## src/hw/rtl/ctfl_fifo.sv

```systemverilog
// ----------------------------------------------------------------------------
// ctfl_fifo: small synchronous queue
// Register-based queue with a power-of-two depth and a fill count.
// ----------------------------------------------------------------------------
module ctfl_fifo #(
  parameter int WIDTH = 32,
  parameter int DEPTH = 4
) (
  input  logic                       clk_i,
  input  logic                       rst_ni,
  input  logic                       push_i,
  input  logic [WIDTH-1:0]           data_i,
  output logic                       full_o,
  input  logic                       pop_i,
  output logic [WIDTH-1:0]           data_o,
  output logic                       empty_o,
  output logic [$clog2(DEPTH+1)-1:0] count_o
);

  localparam int PW = $clog2(DEPTH);
  localparam int CW = $clog2(DEPTH + 1);

  logic [WIDTH-1:0] store_q [DEPTH];
  logic [PW-1:0]    wr_ptr_q, wr_ptr_d;
  logic [PW-1:0]    rd_ptr_q, rd_ptr_d;
  logic [CW-1:0]    count_q, count_d;
  logic             do_push, do_pop;

  assign full_o  = (count_q == CW'(DEPTH));
  assign empty_o = (count_q == '0);
  assign count_o = count_q;
  assign data_o  = store_q[rd_ptr_q];
  assign do_push = push_i && !full_o;
  assign do_pop  = pop_i && !empty_o;

  // Pointer and count update.
  always_comb begin
    wr_ptr_d = do_push ? wr_ptr_q + PW'(1) : wr_ptr_q;
    rd_ptr_d = do_pop ? rd_ptr_q + PW'(1) : rd_ptr_q;
    count_d  = count_q;
    if (do_push && !do_pop) begin
      count_d = count_q + CW'(1);
    end else if (do_pop && !do_push) begin
      count_d = count_q - CW'(1);
    end
  end

  always_ff @(posedge clk_i or negedge rst_ni) begin
    if (!rst_ni) begin
      wr_ptr_q <= '0;
      rd_ptr_q <= '0;
      count_q  <= '0;
    end else begin
      wr_ptr_q <= wr_ptr_d;
      rd_ptr_q <= rd_ptr_d;
      count_q  <= count_d;
    end
  end

  // Storage needs no reset.
  always_ff @(posedge clk_i) begin
    if (do_push) begin
      store_q[wr_ptr_q] <= data_i;
    end
  end

endmodule

```

## config.mk

```make
export PLATFORM = sky130hd
export DESIGN_NAME = ctfl_fifo
export DESIGN_NICKNAME = d
export VERILOG_FILES = /design/src/hw/rtl/ctfl_fifo.sv
export SDC_FILE = /design/constraint.sdc
export NUM_CORES = 1
export LEC_CHECK = 0
export BUFFER_PORTS_ARGS = -buffer_cell sky130_fd_sc_hd__buf_4
export CORE_UTILIZATION = 53
export CTS_BUF_LIST = sky130_fd_sc_hd__clkbuf_4
export DETAILED_ROUTE_END_ITERATION = 10
export PLACE_DENSITY = 0.86
export RECOVER_POWER = 100
export SYNTH_ARGS = -nofsm -noshare
export SYNTH_HDL_FRONTEND = slang
export SYNTH_SLANG_ARGS = --single-unit
```

## constraint.sdc

```tcl
create_clock -name clk_i -period 2 [get_ports clk_i]
set_input_delay 0.2 -clock clk_i [delete_from_list [all_inputs] [get_ports clk_i]]
set_output_delay 0.2 -clock clk_i [all_outputs]
set_load 0.01 [all_outputs]
```

# [Word level (Yosys, flattened, before mapping)]
# Memory sizes are Yosys's and may differ from the RTL's.
# Cells that the tools add are included.
[totals] register_bits=7 ramBits=128 inputBits=36 output_inout_bits=37 elab_cells=23 memories=1
[classes] n_addsub=4 eq_ne=1 n_mux=4 reduce_logical=10
[memory_table] memory="store_q" depth=4 word_bits=32 read_ports=1 rd_clocked_by_memory_dff=0 write_ports=1 line_no="23" source="logic [WIDTH-1:0] store_q [DEPTH];"
[ops] op="3-bit 2-to-1 mux" count=2
[ops] op="2-bit by 1-bit adder with 2-bit output (second input constant)" count=2
[ops] op="1-bit logical AND" count=4
[ops] op="1-bit zero test" count=4
[ops] op="3-bit by 1-bit adder with 3-bit output (second input constant)" count=1
[ops] op="3-bit == test (second input constant)" count=1
[ops] op="3-bit zero test" count=1
[ops] op="3-bit by 1-bit subtractor with 3-bit output (second input constant)" count=1
[ops] op="1-bit 2-to-1 mux" count=2
[ops] op="2-bit nonzero test" count=1

# [Logic depth before layout (Yosys ltp)]
[depth] word_depth=7 mapped_depth=9 ltp_nobuf=8

# [Worst setup path after synthesis]
# No wires, ideal clock.
[synth_path] path_type="register to register" from="register count_q[2], in the netlist count_o[2]" to="memory store_q[2][0], enable pin" setup_ps=392 arrival_time_ps=1692 required_ps=1608 setup_slack_ps=-84 stages_incl_launch_ff=5 path_buffers=1 period_less_slack_ps=2084 path_cell_list="dfrtp_1 nor3b_2 nor2b_1 buf_6 and2_1"
[synth_via] elab_chain_cells=5
[synth_rtl] element="start: declaration" line_no="26" source="logic [CW-1:0] count_q, count_d;"
[synth_rtl] element="start signal: assignment" line_no="56" source="count_q <= count_d;"
[synth_rtl] element="3-bit == test" line_no="29" source="assign full_o = (count_q == CW'(DEPTH));"
[synth_rtl] element="via full_o" line_no="13" source="output logic full_o,"
[synth_rtl] element="1-bit zero test" line_no="33" source="assign do_push = push_i && !full_o;"
[synth_rtl] element="1-bit logical AND" line_no="33"
[synth_rtl] element="via do_push" line_no="27" source="logic do_push, do_pop;"
[synth_rtl] element="1-bit 2-to-1 mux" line_no="62" source="if (do_push) begin"
[synth_rtl] element="1-bit 2-to-1 mux (not written as such)" line_no="63" source="store_q[wr_ptr_q] <= data_i;"
[synth_rtl] element="end: declaration" line_no="23"
# The timed path passes the listed nets, and every way through them passes these cells.

# [Final worst setup path]
[layout_path] from="register rd_ptr_q[0]" to="output data_o[2]"
[layout_via] elab_chain_cells=1
[layout_rtl] element="start: declaration" line_no="25" source="logic [PW-1:0] rd_ptr_q, rd_ptr_d;"
[layout_rtl] element="start signal: assignment" line_no="55" source="rd_ptr_q <= rd_ptr_d;"
[layout_rtl] element="memory 4 x 32 bit"
[layout_rtl] element="end: declaration" line_no="15" source="output logic [WIDTH-1:0] data_o,"
# Every way passes these cells.

==> results.ini <==
[setup_path]
crit_chain=buf_12 -> buf_12 -> mux4_2 -> buf_6
slowest_stage=mux4_2
arrival_ns=1.87
reg2regPathDepth=8
cp_max_fo=7
start_kind=register
crit_top_cell=buf_12
endpoint_kind=output port
crit_type=register to output port
reg2reg_from=count_o[0]
crit_start=rd_ptr_q[0]
critPathCapture=data_o[2]
worstPathRequired_ns=1.80
rrSetupSlack_ns=0.04
rr_endpoint=count_o[2]
crit_path_max_incr_delay_ns=0.54

[place]
hpwl_um=5040
dpl_cell_area_mm2=0.00581
place_congestion=0.791
port_buffers=72

[timing]
fin_skew_ns=0.0132
finalSetupViolations=28
drv_slew=0
fmax_mhz=482
worstMarginPinSlew_ns=0.489
rsz0062_at_grt=yes
finalHoldViolations=0
timing.final.crit_period_ns=2.07
layout_setup_ws_ns=-0.0748
slew_headroom=0.674
min_period_over_period=1.04

[global_routing]
busiest_layer=met2
grt_pass1_vias=2723
met3_usage=0.0585
overflow=0
antenna_found_initial=0
grt_pass1_wl_um=13400
track_usage=0.189
gr-usage-met2=0.318
grt_max_degree=33
grt_use_met1=0.223

[route]
ant_nets=0
wl_um=8630
via_count=2494
routed_via_density=5.14
drt_iter0_markers=100
drt-wirelength-per-cell_um=17.8
drt_pre_antenna_iters=5
drc=0

[cells_and_area]
multiInputGateArea_um2=973
nNetsFinal=386
regArea_mm2=0.00402
design_area_mm2=0.00654
nFillCells=630
drive_gt1_frac=0.379
post-route-util=0.705
antennaDiodeCount=0
syn_to_final_growth_pct=28.4

[clock_tree]
clk_root_buffer_cell=clkbuf_4
clock-sinks=135
path_clk_slew_ns=0.10
cts_buffers=17
clk_latency_ns=0.50
cts.path.max_buffers=2
cts_tree=done
htreeDepth=4

[logic_synthesis]
async_flop_share=0.0519
syn_nets=246
yosys_warnings=0
ys_seq_area_frac=0.789
synth_area_mm2=0.00509
synth_seq_cells=135
yosysUniqueCellTypes=22
synth_area_leader_cell=edfxtp_1
yosysMostFrequentCell=edfxtp_1
syn_avg_cell_area_um2=25.0
synth.area.top_cells=edfxtp_1 75%, mux4_2 12%, dfrtp_1 3.4%
synth_common_cells=128 x edfxtp_1, 28 x mux4_2, 7 x dfrtp_1
ys.flop_type=edfxtp_1
synth_edf_count=128
synth_top_area_share=0.754
synthCells=204

[floorplan]
rows=35
coreArea_mm2=0.00928
io_pins=73
die_w_um=100
initial_core_util=0.549
die_area_mm2=0.0100
die_h_um=100

[outcome]
violations=setup timing
outcome=finished, violations left

[pwr]
power.total_mw=9.20
p_leak_nw=2.26
irDropWorstVdd_mv=0.880
power.density_mw_per_mm2=1410

[run]
maxCapViolCount=0

[hold_path]
hp-class=input port to register

-- logic make-up (layout without fill, tap and decap cells) --
group,count (synthesis),after routing,share of synthesized area
flip-flops,135,135,0.789
buffers and inverters,13,165,0.0228
AND/OR/NAND/NOR,10,10,0.0123
adder cells (fa/ha/maj),6,6,0.0162
multiplexers,34,34,0.150
XOR/XNOR,6,6,0.0103
-- power by group --
group | internal, mW | total (mW) | switching [mW]
combinational | 2.15 | 3.76 | 1.62
clock | 0.593 | 1.52 | 0.924
sequential | 3.75 | 3.92 | 0.167
-- per-layer routing --
metal	part of all wire	wire length, um
met2	0.53	4540
met1	0.40	3470
met4	0.021	185
met5	0	0
met3	0.050	429
-- flip-flops by register name, summed over array words and instances (netlist names) --
name	flops
rd_ptr_q	2
wr_ptr_q	2
count_o	3
store_q	128
-- stage by stage --
| stage | setup TNS [ns] | setup WS [ns] | std cells | hold slack [ns] |
|---|---|---|---|---|
| floorplan | 0 | 0.00378 | 204 | -0.0956 |
| global placement | 0 | 0.0317 | 406 | 0.0163 |
| detailed placement | -7.38 | -0.0671 | 406 | 0.0198 |
| CTS | -2.33 | -0.115 | 480 | 0.289 |
| global route | -3.51 | -0.154 | 485 | 0.323 |
| finish | -1.06 | -0.0748 | 485 | 0.331 |
-- layout make-up --
class | count | share of cell area
flip-flops and latches | 135 | 0.615
repair buffers | 130 | 0.173
multi-input cells | 56 | 0.149
well taps | 129 | 0.0247
clock buffers | 17 | 0.0195
clock inverters | 14 | 0.0172
inverters | 4 | 0.00229
-- critical path, delay by kind of cell, from the launching register on --
family   cells  cell delay [ns]
buf+inv      3             0.42
flops        1             0.41
mux          1             0.54
-- how the worst min path moves through the flow --
stage	start	end	slack, ns	cells past startpoint
finish	push_i	count_o[0]	0.33	4
floorplan	rst_ni	count_o[0]	-0.1	0
detailed placement	rst_ni	count_o[1]	0.02	1
global route	push_i	count_o[0]	0.32	4
CTS	push_i	count_o[0]	0.29	4
global placement	rst_ni	count_o[2]	0.02	1
-- cell usage in the layout (no fill, tap or decap), types with 4 or more instances in the layout --
cell / Yosys / final
clkbuf_4: 0 / 17
dfrtp_1: 7 / 4
mux4_2: 28 / 32
buf_4: 0 / 25
inv_1: 4 / 4
edfxtp_1: 128 / 128
ha_1: 5 / 4
xnor2_1: 4 / 4
and2_4: 0 / 4
buf_6: 2 / 31
clkinvlp_4: 0 / 4
dlygate4sd3_1: 0 / 36
clkbuf_1: 1 / 33
-- repair_timing --
action / in CTS / in global routing
pin swaps: 3 / 2
setup endpoints to repair: 161 / 34
hold buffers: 36 / 0
gates resized for setup: 32 / 11
gates cloned: 0 / 2
setup buffers: 7 / 3
endpoints found under the hold margin: 136 / 0
(Power assumes the default switching activity.)
